**config.mk**
```make
export PLATFORM = sky130hd
export DESIGN_NAME = script_lexer_top_flat
export DESIGN_NICKNAME = d
export VERILOG_FILES = /design/src/sv/slex_pkg.sv /design/src/sv/slex_if.sv /design/src/sv/script_lexer_top.sv /design/src/flat_wrapper.sv
export SDC_FILE = /design/constraint.sdc
export NUM_CORES = 1
export LEC_CHECK = 0
export BUFFER_PORTS_ARGS = -buffer_cell sky130_fd_sc_hd__buf_2
export CAP_MARGIN = 15
export CORE_AREA = 4 4 156 195
export CTS_BUF_LIST = sky130_fd_sc_hd__clkbuf_4 sky130_fd_sc_hd__clkbuf_8 sky130_fd_sc_hd__clkbuf_16
export DETAILED_ROUTE_END_ITERATION = 12
export DIE_AREA = 0 0 160 199
export GPL_TIMING_DRIVEN = 0
export PLACE_DENSITY_LB_ADDON = 0.12
export SLEW_MARGIN = 20
export SYNTH_ARGS = -nofsm -noshare
export SYNTH_HDL_FRONTEND = slang
export SYNTH_SLANG_ARGS = --single-unit
```
**constraint.sdc**
```tcl
create_clock -name clk -period 8.71 [get_ports clk]
set_input_delay 0.871 -clock clk [delete_from_list [all_inputs] [get_ports clk]]
set_output_delay 0.871 -clock clk [all_outputs]
set_load 0.05 [all_outputs]
```
**src/sv/slex_pkg.sv**
```systemverilog
// Shared types, constants and helper functions for the script lexer.
package slex_pkg;

  // Lexer modes.
  typedef enum logic [2:0] {
    M_IDLE   = 3'd0,
    M_SLASH  = 3'd1,
    M_LINE   = 3'd2,
    M_BLOCK  = 3'd3,
    M_BSTAR  = 3'd4,
    M_NUMBER = 3'd5,
    M_IDENT  = 3'd6,
    M_STRING = 3'd7
  } mode_t;

  // Character classes.
  typedef enum logic [2:0] {
    CLS_NUM   = 3'd0,
    CLS_LET   = 3'd1,
    CLS_QUOTE = 3'd2,
    CLS_SYM   = 3'd3,
    CLS_SKIP  = 3'd4
  } class_t;

  // Record kinds.
  localparam logic [1:0] REC_CHAR = 2'd0;
  localparam logic [1:0] REC_END  = 2'd1;
  localparam logic [1:0] REC_ERR  = 2'd2;

  // Token kinds.
  localparam logic [3:0] TKN_NUMBER = 4'd0;
  localparam logic [3:0] TKN_IDENT  = 4'd1;
  localparam logic [3:0] TKN_STRING = 4'd2;
  localparam logic [3:0] TKN_POUND  = 4'd3;
  localparam logic [3:0] TKN_COLON  = 4'd4;
  localparam logic [3:0] TKN_SEMI   = 4'd5;
  localparam logic [3:0] TKN_LBRACE = 4'd6;
  localparam logic [3:0] TKN_RBRACE = 4'd7;
  localparam logic [3:0] TKN_LPAREN = 4'd8;
  localparam logic [3:0] TKN_RPAREN = 4'd9;
  localparam logic [3:0] TKN_COMMA  = 4'd10;
  localparam logic [3:0] TKN_NONE   = 4'd0;

  // Error codes.
  localparam logic [1:0] ERR_NONE    = 2'd0;
  localparam logic [1:0] ERR_UNKNOWN = 2'd1;
  localparam logic [1:0] ERR_SLASH   = 2'd2;
  localparam logic [1:0] ERR_STRING  = 2'd3;

  // Keyword codes.
  localparam logic [2:0] KW_NONE = 3'd0;
  localparam int         KW_NUM  = 7;

  // Special bytes.
  localparam logic [7:0] DEL_BYTE   = 8'd127;
  localparam logic [7:0] NL_BYTE    = 8'h0A;
  localparam logic [7:0] SLASH_BYTE = "/";
  localparam logic [7:0] STAR_BYTE  = "*";
  localparam logic [7:0] QUOTE_BYTE = "\"";

  // Keyword spellings, lower case, and their lengths.
  localparam logic [7:0] KW_TEXT [0:KW_NUM-1][0:7] = '{
    '{"d", "e", "f", "i", "n", "e", 8'h00, 8'h00},
    '{"i", "n", "c", "l", "u", "d", "e", 8'h00},
    '{"w", "a", "i", "t", 8'h00, 8'h00, 8'h00, 8'h00},
    '{"m", "a", "c", "r", "o", 8'h00, 8'h00, 8'h00},
    '{"s", "e", "t", "d", "i", "r", 8'h00, 8'h00},
    '{"u", "n", "d", "e", "f", 8'h00, 8'h00, 8'h00},
    '{"l", "o", "o", "p", 8'h00, 8'h00, 8'h00, 8'h00}
  };
  localparam logic [2:0] KW_LEN [0:KW_NUM-1] = '{
    3'd6, 3'd7, 3'd4, 3'd5, 3'd6, 3'd5, 3'd4
  };

  // One output record.
  typedef struct packed {
    logic [1:0]  record_kind;
    logic [7:0]  char_value;
    logic [3:0]  token_kind;
    logic [2:0]  keyword_code;
    logic [8:0]  token_length;
    logic [15:0] start_line;
    logic [15:0] start_column;
    logic [1:0]  error_code;
    logic        last_of_run;
  } rec_t;

  function automatic rec_t mk_rec(input logic [1:0] kind, input logic [7:0] ch,
                                  input logic [3:0] tk, input logic [2:0] kw,
                                  input logic [8:0] len, input logic [15:0] ln,
                                  input logic [15:0] col, input logic [1:0] err);
    rec_t r;
    r.record_kind  = kind;
    r.char_value   = ch;
    r.token_kind   = tk;
    r.keyword_code = kw;
    r.token_length = len;
    r.start_line   = ln;
    r.start_column = col;
    r.error_code   = err;
    r.last_of_run  = 1'b0;
    return r;
  endfunction

  function automatic class_t char_class(input logic [7:0] b);
    class_t c;
    if (b inside {["0":"9"], "-"}) begin
      c = CLS_NUM;
    end else if (b inside {["A":"Z"], ["a":"z"], "_"}) begin
      c = CLS_LET;
    end else if (b == QUOTE_BYTE) begin
      c = CLS_QUOTE;
    end else if (b inside {["!":"~"]}) begin
      c = CLS_SYM;
    end else begin
      c = CLS_SKIP;
    end
    return c;
  endfunction

  // Token kind of a single-character symbol; TKN_NONE when it is not one.
  function automatic logic [3:0] symbol_kind(input logic [7:0] b);
    logic [3:0] k;
    case (b)
      "#":     k = TKN_POUND;
      ":":     k = TKN_COLON;
      ";":     k = TKN_SEMI;
      "{":     k = TKN_LBRACE;
      "}":     k = TKN_RBRACE;
      "(":     k = TKN_LPAREN;
      ")":     k = TKN_RPAREN;
      ",":     k = TKN_COMMA;
      default: k = TKN_NONE;
    endcase
    return k;
  endfunction

  function automatic logic [3:0] mode_kind(input mode_t m);
    logic [3:0] k;
    case (m)
      M_IDENT:  k = TKN_IDENT;
      M_STRING: k = TKN_STRING;
      default:  k = TKN_NUMBER;
    endcase
    return k;
  endfunction

  // Keywords that still match when the lowered character sits at position idx.
  // ok is low once the position no longer fits the three-bit index.
  function automatic logic [KW_NUM-1:0] kw_hits(input logic [7:0] low,
                                                input logic [2:0] idx, input logic ok);
    logic [KW_NUM-1:0] h;
    for (int k = 0; k < KW_NUM; k++) begin
      h[k] = ok && (idx < KW_LEN[k]) && (low == KW_TEXT[k][idx]);
    end
    return h;
  endfunction

  // Code of the first surviving keyword whose length equals the token length.
  function automatic logic [2:0] kw_code(input logic [KW_NUM-1:0] mask,
                                         input logic [2:0] len, input logic ok);
    logic [2:0] c;
    c = KW_NONE;
    for (int k = KW_NUM - 1; k >= 0; k--) begin
      if (mask[k] && ok && (len == KW_LEN[k])) begin
        c = 3'(k + 1);
      end
    end
    return c;
  endfunction

endpackage

```
**src/sv/slex_if.sv**
```systemverilog
// Channel interfaces of the script lexer: input bytes and output records.
interface slex_in_if;
  logic       valid;
  logic       ready;
  logic [7:0] byte_value;
  logic       end_of_text;

  modport source (output valid, output byte_value, output end_of_text, input ready);
  modport sink (input valid, input byte_value, input end_of_text, output ready);
endinterface

interface slex_out_if;
  logic        valid;
  logic        ready;
  logic [1:0]  record_kind;
  logic [7:0]  char_value;
  logic [3:0]  token_kind;
  logic [2:0]  keyword_code;
  logic [8:0]  token_length;
  logic [15:0] start_line;
  logic [15:0] start_column;
  logic [1:0]  error_code;
  logic        last_of_run;

  modport source (output valid, output record_kind, output char_value, output token_kind,
                  output keyword_code, output token_length, output start_line,
                  output start_column, output error_code, output last_of_run,
                  input ready);
  modport sink (input valid, input record_kind, input char_value, input token_kind,
                input keyword_code, input token_length, input start_line,
                input start_column, input error_code, input last_of_run,
                output ready);
endinterface

```
**src/sv/script_lexer_top.sv**
```systemverilog
// Top level of the script lexer: byte input register, lexer logic, record buffer.
//
//   channel   direction  transaction
//   in_chan   input      one text byte plus end-of-text flag
//   out_chan  output     one record: token character, token end or error
//
// A byte is taken into the input register and lexed once the record buffer is
// free; its records (zero to three) are loaded into a three-entry record buffer.
// The buffer is free when empty or when its last record leaves; until then the
// input is held. The output port gives one record per cycle while out_chan.ready
// is high. Reset is synchronous; there is no clearing pass. A stalled output
// keeps records in the buffer and backs up into in_chan.ready.
module script_lexer_top
  import slex_pkg::*;
#(
  parameter int TOKEN_LIMIT   = 511,
  parameter int POSITION_BITS = 16
) (
  input  logic            clk,
  input  logic            rst_n,
  slex_in_if.sink         in_chan,
  slex_out_if.source      out_chan
);

  localparam int CNT_W = $clog2(TOKEN_LIMIT + 1);
  localparam logic [CNT_W-1:0] CNT_LIMIT = CNT_W'(TOKEN_LIMIT);
  localparam logic [POSITION_BITS-1:0] POS_MAX = {POSITION_BITS{1'b1}};
  localparam logic [POSITION_BITS-1:0] POS_ONE = POSITION_BITS'(1);

  // Input register.
  logic       in_full_r;
  logic [7:0] in_byte_r;
  logic       in_eot_r;

  // Lexer state.
  mode_t                  mode_r,  mode_nxt;
  logic [KW_NUM-1:0]      mask_r,  mask_nxt;
  logic [CNT_W-1:0]       cnt_r,   cnt_nxt;
  logic [POSITION_BITS-1:0] line_r, line_nxt;
  logic [POSITION_BITS-1:0] col_r,  col_nxt;
  logic [POSITION_BITS-1:0] tsl_r,  tsl_nxt;
  logic [POSITION_BITS-1:0] tsc_r,  tsc_nxt;

  // Record buffer.
  rec_t       rec_r [0:2];
  logic [1:0] n_r;

  // Handshake control.
  logic proc_fire;
  logic buf_free;
  logic pop;

  // Lexer outputs.
  rec_t       cand [0:3];
  logic [3:0] cand_v;
  rec_t       pack [0:2];
  logic [1:0] pack_n;

  assign pop       = out_chan.valid && out_chan.ready;
  assign buf_free  = (n_r == 2'd0) || ((n_r == 2'd1) && out_chan.ready);
  assign proc_fire = in_full_r && buf_free;
  assign in_chan.ready = !in_full_r || proc_fire;

  // Input register: control.
  always_ff @(posedge clk) begin
    if (!rst_n) begin
      in_full_r <= 1'b0;
    end else if (in_chan.ready) begin
      in_full_r <= in_chan.valid;
    end
  end

  // Input register: payload.
  always_ff @(posedge clk) begin
    if (in_chan.valid && in_chan.ready) begin
      in_byte_r <= in_chan.byte_value;
      in_eot_r  <= in_chan.end_of_text;
    end
  end

  // Lexer: mode transition, state update and up to four record slots in order.
  always_comb begin : lex_comb
    logic [7:0]        b_v;
    logic [7:0]        low_v;
    class_t            cls_v;
    logic              idx_ok;
    logic              idx2_ok;
    logic              run_idle;
    logic              add_v;
    logic [3:0]        sk_v;
    logic [CNT_W-1:0]  cnt_inc;
    logic [15:0]       ln16;
    logic [15:0]       col16;
    rec_t              end_rec;
    logic [2:0]        n_v;

    b_v     = (in_byte_r == DEL_BYTE) ? 8'h00 : in_byte_r;
    low_v   = (b_v inside {["A":"Z"]}) ? (b_v | 8'h20) : b_v;
    cls_v   = char_class(b_v);
    sk_v    = symbol_kind(b_v);
    ln16    = 16'(line_r);
    col16   = 16'(col_r);
    idx_ok  = (cnt_r < CNT_W'(8));
    cnt_inc = (cnt_r < CNT_LIMIT) ? cnt_r + CNT_W'(1) : cnt_r;

    mode_nxt = mode_r;
    mask_nxt = mask_r;
    cnt_nxt  = cnt_r;
    tsl_nxt  = tsl_r;
    tsc_nxt  = tsc_r;
    run_idle = 1'b0;
    add_v    = 1'b0;
    cand_v   = 4'b0000;
    for (int i = 0; i < 4; i++) begin
      cand[i] = '0;
    end

    end_rec = mk_rec(REC_END, 8'h00, mode_kind(mode_r),
                     (mode_r == M_IDENT) ? kw_code(mask_r, cnt_r[2:0], idx_ok) : KW_NONE,
                     9'(cnt_r), 16'(tsl_r), 16'(tsc_r), ERR_NONE);

    // Work of the current mode.
    case (mode_r)
      M_IDLE: begin
        run_idle = 1'b1;
      end
      M_SLASH: begin
        if (b_v == SLASH_BYTE) begin
          mode_nxt = M_LINE;
        end else if (b_v == STAR_BYTE) begin
          mode_nxt = M_BLOCK;
        end else begin
          cand[0]   = mk_rec(REC_ERR, SLASH_BYTE, TKN_NONE, KW_NONE, 9'd0,
                             16'(tsl_r), 16'(tsc_r), ERR_SLASH);
          cand_v[0] = 1'b1;
          mode_nxt  = M_IDLE;
          run_idle  = 1'b1;
        end
      end
      M_LINE: begin
        if (b_v == NL_BYTE) begin
          mode_nxt = M_IDLE;
        end
      end
      M_BLOCK: begin
        if (b_v == STAR_BYTE) begin
          mode_nxt = M_BSTAR;
        end
      end
      M_BSTAR: begin
        if (b_v == SLASH_BYTE) begin
          mode_nxt = M_IDLE;
        end else if (b_v != STAR_BYTE) begin
          mode_nxt = M_BLOCK;
        end
      end
      M_NUMBER, M_IDENT: begin
        if ((mode_r == M_NUMBER && cls_v == CLS_NUM) ||
            (mode_r == M_IDENT && cls_v == CLS_LET)) begin
          add_v = 1'b1;
        end else begin
          cand[0]   = end_rec;
          cand_v[0] = 1'b1;
          mode_nxt  = M_IDLE;
          run_idle  = 1'b1;
        end
      end
      M_STRING: begin
        if (b_v == QUOTE_BYTE) begin
          cand[1]   = end_rec;
          cand_v[1] = 1'b1;
          mode_nxt  = M_IDLE;
        end else begin
          add_v = 1'b1;
        end
      end
      default: begin
        mode_nxt = M_IDLE;
      end
    endcase

    // Character appended to the open token.
    if (add_v) begin
      cand[1]   = mk_rec(REC_CHAR, b_v, mode_kind(mode_r), KW_NONE, 9'd0,
                         16'(tsl_r), 16'(tsc_r), ERR_NONE);
      cand_v[1] = 1'b1;
      mask_nxt  = mask_r & kw_hits(low_v, cnt_r[2:0], idx_ok);
      cnt_nxt   = cnt_inc;
    end

    // Byte seen outside any token: start a token, a slash or a symbol.
    if (run_idle) begin
      case (cls_v)
        CLS_NUM, CLS_LET: begin
          mode_nxt  = (cls_v == CLS_NUM) ? M_NUMBER : M_IDENT;
          cnt_nxt   = CNT_W'(1);
          mask_nxt  = kw_hits(low_v, 3'd0, 1'b1);
          tsl_nxt   = line_r;
          tsc_nxt   = col_r;
          cand[1]   = mk_rec(REC_CHAR, b_v, (cls_v == CLS_NUM) ? TKN_NUMBER : TKN_IDENT,
                             KW_NONE, 9'd0, ln16, col16, ERR_NONE);
          cand_v[1] = 1'b1;
        end
        CLS_QUOTE: begin
          mode_nxt = M_STRING;
          cnt_nxt  = '0;
          mask_nxt = '1;
          tsl_nxt  = line_r;
          tsc_nxt  = col_r;
        end
        CLS_SYM: begin
          if (b_v == SLASH_BYTE) begin
            mode_nxt = M_SLASH;
            tsl_nxt  = line_r;
            tsc_nxt  = col_r;
          end else if (sk_v == TKN_NONE) begin
            cand[1]   = mk_rec(REC_ERR, b_v, TKN_NONE, KW_NONE, 9'd0, ln16, col16,
                               ERR_UNKNOWN);
            cand_v[1] = 1'b1;
          end else begin
            cand[1]   = mk_rec(REC_CHAR, b_v, sk_v, KW_NONE, 9'd0, ln16, col16, ERR_NONE);
            cand[2]   = mk_rec(REC_END, 8'h00, sk_v, KW_NONE, 9'd1, ln16, col16, ERR_NONE);
            cand_v[1] = 1'b1;
            cand_v[2] = 1'b1;
          end
        end
        default: begin
        end
      endcase
    end

    // Position counters, saturating.
    line_nxt = line_r;
    col_nxt  = col_r;
    if (b_v == NL_BYTE) begin
      if (line_r < POS_MAX) begin
        line_nxt = line_r + POS_ONE;
      end
      col_nxt = POS_ONE;
    end else if (col_r < POS_MAX) begin
      col_nxt = col_r + POS_ONE;
    end

    // End of text: flush whatever is open, then return to the reset state.
    if (in_eot_r) begin
      idx2_ok = (cnt_nxt < CNT_W'(8));
      case (mode_nxt)
        M_NUMBER, M_IDENT: begin
          cand[3]   = mk_rec(REC_END, 8'h00, mode_kind(mode_nxt),
                             (mode_nxt == M_IDENT) ?
                               kw_code(mask_nxt, cnt_nxt[2:0], idx2_ok) : KW_NONE,
                             9'(cnt_nxt), 16'(tsl_nxt), 16'(tsc_nxt), ERR_NONE);
          cand_v[3] = 1'b1;
        end
        M_STRING: begin
          cand[3]   = mk_rec(REC_ERR, QUOTE_BYTE, TKN_NONE, KW_NONE, 9'd0,
                             16'(tsl_nxt), 16'(tsc_nxt), ERR_STRING);
          cand_v[3] = 1'b1;
        end
        M_SLASH: begin
          cand[3]   = mk_rec(REC_ERR, SLASH_BYTE, TKN_NONE, KW_NONE, 9'd0,
                             16'(tsl_nxt), 16'(tsc_nxt), ERR_SLASH);
          cand_v[3] = 1'b1;
        end
        default: begin
        end
      endcase
      mode_nxt = M_IDLE;
      mask_nxt = '1;
      cnt_nxt  = '0;
      line_nxt = POS_ONE;
      col_nxt  = POS_ONE;
      tsl_nxt  = POS_ONE;
      tsc_nxt  = POS_ONE;
    end else begin
      idx2_ok = 1'b0;
    end

    // Pack the valid slots in order and flag the last one.
    n_v = 3'd0;
    for (int i = 0; i < 3; i++) begin
      pack[i] = '0;
    end
    for (int i = 0; i < 4; i++) begin
      if (cand_v[i] && n_v < 3'd3) begin
        pack[n_v[1:0]] = cand[i];
        n_v = n_v + 3'd1;
      end
    end
    if (n_v != 3'd0) begin
      pack[n_v[1:0] - 2'd1].last_of_run = 1'b1;
    end
    pack_n = n_v[1:0];
  end

  // Lexer state registers.
  always_ff @(posedge clk) begin
    if (!rst_n) begin
      mode_r <= M_IDLE;
      mask_r <= '1;
      cnt_r  <= '0;
      line_r <= POS_ONE;
      col_r  <= POS_ONE;
      tsl_r  <= POS_ONE;
      tsc_r  <= POS_ONE;
    end else if (proc_fire) begin
      mode_r <= mode_nxt;
      mask_r <= mask_nxt;
      cnt_r  <= cnt_nxt;
      line_r <= line_nxt;
      col_r  <= col_nxt;
      tsl_r  <= tsl_nxt;
      tsc_r  <= tsc_nxt;
    end
  end

  // Record buffer: fill count.
  always_ff @(posedge clk) begin
    if (!rst_n) begin
      n_r <= 2'd0;
    end else if (proc_fire) begin
      n_r <= pack_n;
    end else if (pop) begin
      n_r <= n_r - 2'd1;
    end
  end

  // Record buffer: payload, shifted toward the head as records leave.
  always_ff @(posedge clk) begin
    if (proc_fire) begin
      rec_r[0] <= pack[0];
      rec_r[1] <= pack[1];
      rec_r[2] <= pack[2];
    end else if (pop) begin
      rec_r[0] <= rec_r[1];
      rec_r[1] <= rec_r[2];
    end
  end

  // Output port.
  assign out_chan.valid        = (n_r != 2'd0);
  assign out_chan.record_kind  = rec_r[0].record_kind;
  assign out_chan.char_value   = rec_r[0].char_value;
  assign out_chan.token_kind   = rec_r[0].token_kind;
  assign out_chan.keyword_code = rec_r[0].keyword_code;
  assign out_chan.token_length = rec_r[0].token_length;
  assign out_chan.start_line   = rec_r[0].start_line;
  assign out_chan.start_column = rec_r[0].start_column;
  assign out_chan.error_code   = rec_r[0].error_code;
  assign out_chan.last_of_run  = rec_r[0].last_of_run;

`ifndef SYNTHESIS
  // A byte never gives more records than the buffer holds.
  a_slots_fit: assert property (@(posedge clk) disable iff (!rst_n)
    proc_fire |-> $countones(cand_v) <= 3)
    else $error("lexer produced more than three records for one byte");

  // The last record left in the buffer closes the run of its byte.
  a_last_flag: assert property (@(posedge clk) disable iff (!rst_n)
    (n_r == 2'd1) |-> rec_r[0].last_of_run)
    else $error("final buffered record lacks last_of_run");

  // Only the final record of a run carries the flag.
  a_last_only: assert property (@(posedge clk) disable iff (!rst_n)
    (n_r > 2'd1) |-> !rec_r[0].last_of_run)
    else $error("last_of_run set on a record that is not last");

  // Error records always carry an error code; other records never do.
  a_err_code: assert property (@(posedge clk) disable iff (!rst_n)
    out_chan.valid |-> ((out_chan.record_kind == REC_ERR) == (out_chan.error_code != ERR_NONE)))
    else $error("error code does not agree with record kind");

  // End of text returns the lexer to its reset state.
  a_eot_reset: assert property (@(posedge clk) disable iff (!rst_n)
    (proc_fire && in_eot_r) |=> (mode_r == M_IDLE) && (line_r == POS_ONE) && (col_r == POS_ONE))
    else $error("lexer state not restored after end of text");
`endif

endmodule
```
**src/flat_wrapper.sv**
```systemverilog
// flat-port wrapper written by rule: the top's interface ports become plain ports
module script_lexer_top_flat import slex_pkg::*;
#(
  parameter int TOKEN_LIMIT   = 511,
  parameter int POSITION_BITS = 16
)
  (clk, rst_n, in_chan_valid, in_chan_byte_value, in_chan_end_of_text, in_chan_ready, out_chan_valid, out_chan_record_kind, out_chan_char_value, out_chan_token_kind, out_chan_keyword_code, out_chan_token_length, out_chan_start_line, out_chan_start_column, out_chan_error_code, out_chan_last_of_run, out_chan_ready);
  slex_in_if in_chan_i ();
  slex_out_if out_chan_i ();
  input  logic clk;
  input  logic rst_n;
  input wire logic [$bits(in_chan_i.valid)-1:0] in_chan_valid;
  input wire logic [$bits(in_chan_i.byte_value)-1:0] in_chan_byte_value;
  input wire logic [$bits(in_chan_i.end_of_text)-1:0] in_chan_end_of_text;
  output wire logic [$bits(in_chan_i.ready)-1:0] in_chan_ready;
  output wire logic [$bits(out_chan_i.valid)-1:0] out_chan_valid;
  output wire logic [$bits(out_chan_i.record_kind)-1:0] out_chan_record_kind;
  output wire logic [$bits(out_chan_i.char_value)-1:0] out_chan_char_value;
  output wire logic [$bits(out_chan_i.token_kind)-1:0] out_chan_token_kind;
  output wire logic [$bits(out_chan_i.keyword_code)-1:0] out_chan_keyword_code;
  output wire logic [$bits(out_chan_i.token_length)-1:0] out_chan_token_length;
  output wire logic [$bits(out_chan_i.start_line)-1:0] out_chan_start_line;
  output wire logic [$bits(out_chan_i.start_column)-1:0] out_chan_start_column;
  output wire logic [$bits(out_chan_i.error_code)-1:0] out_chan_error_code;
  output wire logic [$bits(out_chan_i.last_of_run)-1:0] out_chan_last_of_run;
  input wire logic [$bits(out_chan_i.ready)-1:0] out_chan_ready;
  assign in_chan_i.valid = in_chan_valid;
  assign in_chan_i.byte_value = in_chan_byte_value;
  assign in_chan_i.end_of_text = in_chan_end_of_text;
  assign in_chan_ready = in_chan_i.ready;
  assign out_chan_valid = out_chan_i.valid;
  assign out_chan_record_kind = out_chan_i.record_kind;
  assign out_chan_char_value = out_chan_i.char_value;
  assign out_chan_token_kind = out_chan_i.token_kind;
  assign out_chan_keyword_code = out_chan_i.keyword_code;
  assign out_chan_token_length = out_chan_i.token_length;
  assign out_chan_start_line = out_chan_i.start_line;
  assign out_chan_start_column = out_chan_i.start_column;
  assign out_chan_error_code = out_chan_i.error_code;
  assign out_chan_last_of_run = out_chan_i.last_of_run;
  assign out_chan_i.ready = out_chan_ready;
  script_lexer_top #(.TOKEN_LIMIT(TOKEN_LIMIT), .POSITION_BITS(POSITION_BITS)) u_core (.clk(clk), .rst_n(rst_n), .in_chan(in_chan_i), .out_chan(out_chan_i));
endmodule
```
Word-level counts from Yosys, hierarchy flattened
Memories as Yosys holds them, arrays and structs flattened.
Cells that the tools add are included.

storage, ports and cells
  memories = 8
  memory bits (read-only) = 448
  output and inout port bits = 63
  RAM bits = 183
  register bits after elaboration = 95

cells by class
  order comparisons = 29
  reduce and logical (&&, ||, !) cells = 79
  bitwise operators = 8
  add/subtract/negate cells = 8
  multiplexer cells = 140
  equal/unequal tests = 53

memories
  memory            depth  width  read ports  clocked after Yosys merged registers in  write ports  line                    text
  u_core.rec_r      3      61     3           0                                        3            script_lexer_top.sv:45  rec_t rec_r [0:2];
  (name not given)  8      8      1           0                                        0            slex_pkg.sv:154         h[k] = ok && (idx < KW_LEN[k]) && (low == KW_TEXT[k][idx]);
  (name not given)  8      8      1           0                                        0            slex_pkg.sv:154
  (name not given)  8      8      1           0                                        0            slex_pkg.sv:154
  (name not given)  8      8      1           0                                        0            slex_pkg.sv:154
  (name not given)  8      8      1           0                                        0            slex_pkg.sv:154
  2 more memories   --     --     --          --                                       --           --

operators with widths
  cell                   number
  $mux 61                13
  $bwmux 183             4
  $mux 183               4
  $demux 61 s2           4
  $mux 122               2
  $pmux 61 s2            2
  $mux 16                12
  $pmux 61 s3            1
  $mux 60                3
  $mux 8                 15
  $mux 3                 32
  $eq 8x7->1 const B     11
  $eq 8x6->1 const B     10
  $pmux 16 s2            2
  $eq 8x8->1             7
  $logic_and 1x1->1      56
  $eq 3x3->1 const B     15
  $mux 9                 4
  $add 16x1->16 const B  2
  $lt 16x16->1 const B   2
  $pmux 4 s8             1
  $le 8x7->1 const B     3
  $mux 1                 21
  $mux 7                 3
  other kinds (46)       88

Longest topological paths before layout
  word-level depth = 34
  mapped depth = 24

Worst setup path after synthesis
Ideal clock, no wire load.

  path kind = flip-flop to flip-flop
  start point = reg u_core.in_byte_r[4]
  end point = mem u_core.rec_r[0][70] (netlist bit), data pin
  stages on the path, launching flop included = 23
  data required time = 8.456 ns
  library setup time = 0.254 ns
  period minus slack after synthesis = 4.578 ns
  data arrival time = 4.325 ns
  path buffers = 2
  setup slack = 4.132 ns
  cell sequence = edfxtp_1 -> buf_6 -> or4b_4 -> nor4_4 -> nand3b_1 -> nand3_1 -> a2bb2oi_1 -> nor2_1 -> inv_1 -> ha_1 -> nand2_1 -> nand3_1 -> or2_0 -> o21a_1 -> inv_1 -> ha_1 -> inv_1 -> a21oi_1 -> o2111ai_4 -> mux2i_4 -> nor2_4 -> buf_4 -> a21o_1

RTL lines
  what                      line                    text
  start: declaration        script_lexer_top.sv:32  logic [7:0] in_byte_r;
  start signal: assignment  script_lexer_top.sv:76  in_byte_r <= in_chan.byte_value;
  end: declaration          script_lexer_top.sv:45

==> out/qor.yml <==
yosys:
  synth_seq_cells: 270
  synth_area_leaders: "edfxtp_1, dfxtp_1, a22o_1, nand2_1, buf_4"
  seq_area_frac_synth_pct: 46.7
  synthCells: 1597
  synth_top_area_share_pct: 35.6
  syn_area_um2: 15500
  avgSynthCellArea_um2: 9.72
  syn-num-nets: 1632
  synth_top_area_cell: "edfxtp_1"
  synthFlopType: "edfxtp_1"
  synth_enable_flop_cells: 184
  ys_warn_count: 0
  synth.distinct_cells: 95
  synthArstFlopShare_pct: 0
cts:
  cts_resized: 0
  hold_buffers: 0
  clockBufferDepth: 3
  cts.sink_count: 270
  path_clk_slew_ns: 0.06
  cts_tree: "built"
  cts-root-buf: "clkbuf_16"
  numCtsBuffers: 28
  insertion_delay_ns: 0.58
  h-tree-depth: 1
  cts_setup_buffers: 0
critical_path:
  arrival_ns: 6.73
  crit_top_cell: "inv_1"
  worstSetupPathType: "flip-flop to flip-flop"
  required_ns: 9.13
  max_stage_delay_ns: 0.70
  end_kind: "flip-flop"
  critPathSlowestCell: "o221ai_1"
  startpoint_type: "flip-flop"
  cp_max_fo: 10
  path_cells: "clkbuf_1, nor2b_1, o21ai_0, o221ai_1, a2bb2oi_1, nor2_1, inv_1, ha_1, nand2_1, nand3_1, or2_0, o21a_1, inv_1, ha_1, inv_1, a21oi_1, o2111ai_4, nor3_2, clkbuf_1, a22o_1, a21o_1"
placement:
  place_congestion: 1.01
  place_area_um2: 16400
  hpwl_um: 34100
  numPortBuffers: 75
  dpl.cell_count: 2028
drt:
  routed.top_layer: "met4"
  vias: 13223
  ant_nets: 0
  wl_met1_um: 18400
  avgViaCountPerCell: 6.36
  wl_met3_um: 3060
  wl_met2_um: 23900
  first_pass_iters: 6
  drc: 0
  wl_um: 47600
  route.detailed.wl_per_inst_um: 22.9
  drt-initial-drc-count: 1217
sta:
  min_period_ns: 6.31
  maxSlewViolCount: 0
  skew_ns: 0.0339
  finalHoldViolations: 0
  fmax_mhz: 159
  fin_tns_setup_ns: 0
  fin_crit_sh_pct: 72.4
  worst_pin_slew_ns: 1.05
  rsz0062_at_grt: "no"
  relSlewSlack_pct: 29.2
  setup_violations: 0
pwr:
  p_seq_share_pct: 38.5
  p_per_area_nw_per_um2: 288
  power.internal_uw: 3060
  p_sw_share_pct: 38.7
  clkPwrFrac_pct: 24.8
  ir_worst_vdd_mv: 0.236
  p_sw_uw: 1930
  p_total_uw: 4990
  combPwrFrac_pct: 36.7
  power_leakage_uw: 0.00635
final_layout:
  area_growth_pct: 11.7
  fin_area_um2: 17300
  layout_commonest_cell: "edfxtp_1"
  nets: 1738
  diodes: 0
  instances_no_fill: 2080
  final_cell_mix: "edfxtp_1, nand2_1, nor2_1, clkbuf_1, buf_2"
  drive_above_1_share_pct: 14.4
grt:
  antenna_found_initial: 1
  grt_pass1_vias: 12904
  grt_pass1_wl_um: 74100
  grt.overflow.total: 0
  grt_usage_pct: 29.4
  grt_max_degree: 65
floorplanning:
  fp.dieW_um: 160
  start_util_pct: 54.5
  ios: 76
  die_h_um: 199
  rows: 69
  coreArea_um2: 28500
  die_area_um2: 31800
run:
  cap_violations: 0
min_path:
  hold_path_class: "flip-flop to flip-flop"
status:
  status: "finished clean"
[power groups by stage]
stage          combinational [uW]  clock (uW)  sequential (uW)
2_1_floorplan                1340           0             1940
3_3_place_gp                 1790           0             1990
3_5_place_dp                 1820           0             1940
4_1_cts                      1830        1250             1920
5_1_grt                      1940        1310             1950
6_report                     1830        1240             1920
[cells by family (layout without fill, tap and decap cells)]
group / Yosys count / count (layout) / synth area share, %
AND/OR/NAND/NOR: 562 / 562 / 18.5
AO/OA/AOI/OAI: 463 / 463 / 22.3
flip-flops: 270 / 270 / 46.7
buffers and inverters: 227 / 355 / 7.48
XOR/XNOR: 38 / 38 / 2.15
adder cells (fa/ha/maj): 22 / 22 / 1.82
multiplexers: 14 / 14 / 1.09
other: 1 / 1 / 0.0242
[path summary, 6_finish.rpt]
check                                         start                  end  slack (ns)  depth (start not counted)
worst max-delay path            u_core.in_byte_r[7]  u_core.rec_r[0][80]        2.40                         21
worst min-delay path                  u_core.n_r[1]        u_core.n_r[1]        0.48                          2
worst max register to register  u_core.in_byte_r[7]  u_core.rec_r[0][80]        2.40                         21
worst min register to register        u_core.n_r[1]        u_core.n_r[1]        0.48                          2
[registers in the layout, indices dropped and copies added, names as in the netlist]
register / count
u_core.mode_r: 3
u_core.mask_r: 7
u_core.tsl_r: 16
u_core.in_eot_r: 1
u_core.tsc_r: 16
u_core.n_r: 2
u_core.rec_r: 175
u_core.col_r: 16
u_core.lex_comb.ln16: 16
u_core.in_byte_r: 8
u_core.cnt_r: 9
u_core.in_full_r: 1
[layer usage]
layer	vias to the layer above	global-route usage [%]
li1	6153	-
met1	6342	36.2
met2	595	52.3
met3	133	3.13
met4	0	13.1
met5	-	0
[worst max-delay path, delay by kind of cell (launching register included)]
family                   cells  cell delay, ns
AO/OA/AOI/OAI                8            2.34
flip-flops                   1            0.46
adder cells (fa/ha/maj)      2            0.37
AND/OR/NAND/NOR              6            1.83
buffers and inverters        5            1.15
[cell usage after synthesis (15+ instances only)]
cell      number
nor3_1        41
and3_1        15
o211ai_1      19
inv_1         32
nand2_1      139
a21oi_1       69
nor2_1       132
a22oi_1       38
and2_1        16
o21ai_0       61
edfxtp_1     184
nand2b_1      19
a221o_1       38
xor2_1        16
ha_1          21
nand4_1       23
a21o_1        30
buf_4         68
nor2b_1       56
a31oi_1       19
nand3_1       51
xnor2_1       22
a22o_1        68
clkbuf_1      97
or3_1         16
dfxtp_1       86
[layout make-up]
class | instances | area, um2
Buffer | 191 | 1030
Fill cell | 2452 | 11200
Sequential cell | 270 | 7250
Timing Repair Buffer | 76 | 403
Clock inverter | 13 | 141
Inverter | 36 | 145
Tap cell | 355 | 444
Clock buffer | 39 | 821
Multi-Input combinational cell | 1100 | 7110
[per-stage QoR]
step           utilization, %  hold slack (ns)  setup slack, ns
3_3_place_gp             57.3            0.445             2.59
2_1_floorplan               -            0.434             4.13
6_report                 60.8            0.484             2.40
4_1_cts                  60.8            0.473             2.50
5_1_grt                  60.8            0.477             1.98
3_5_place_dp             57.5            0.468             2.54
(Power assumes the default switching activity.)
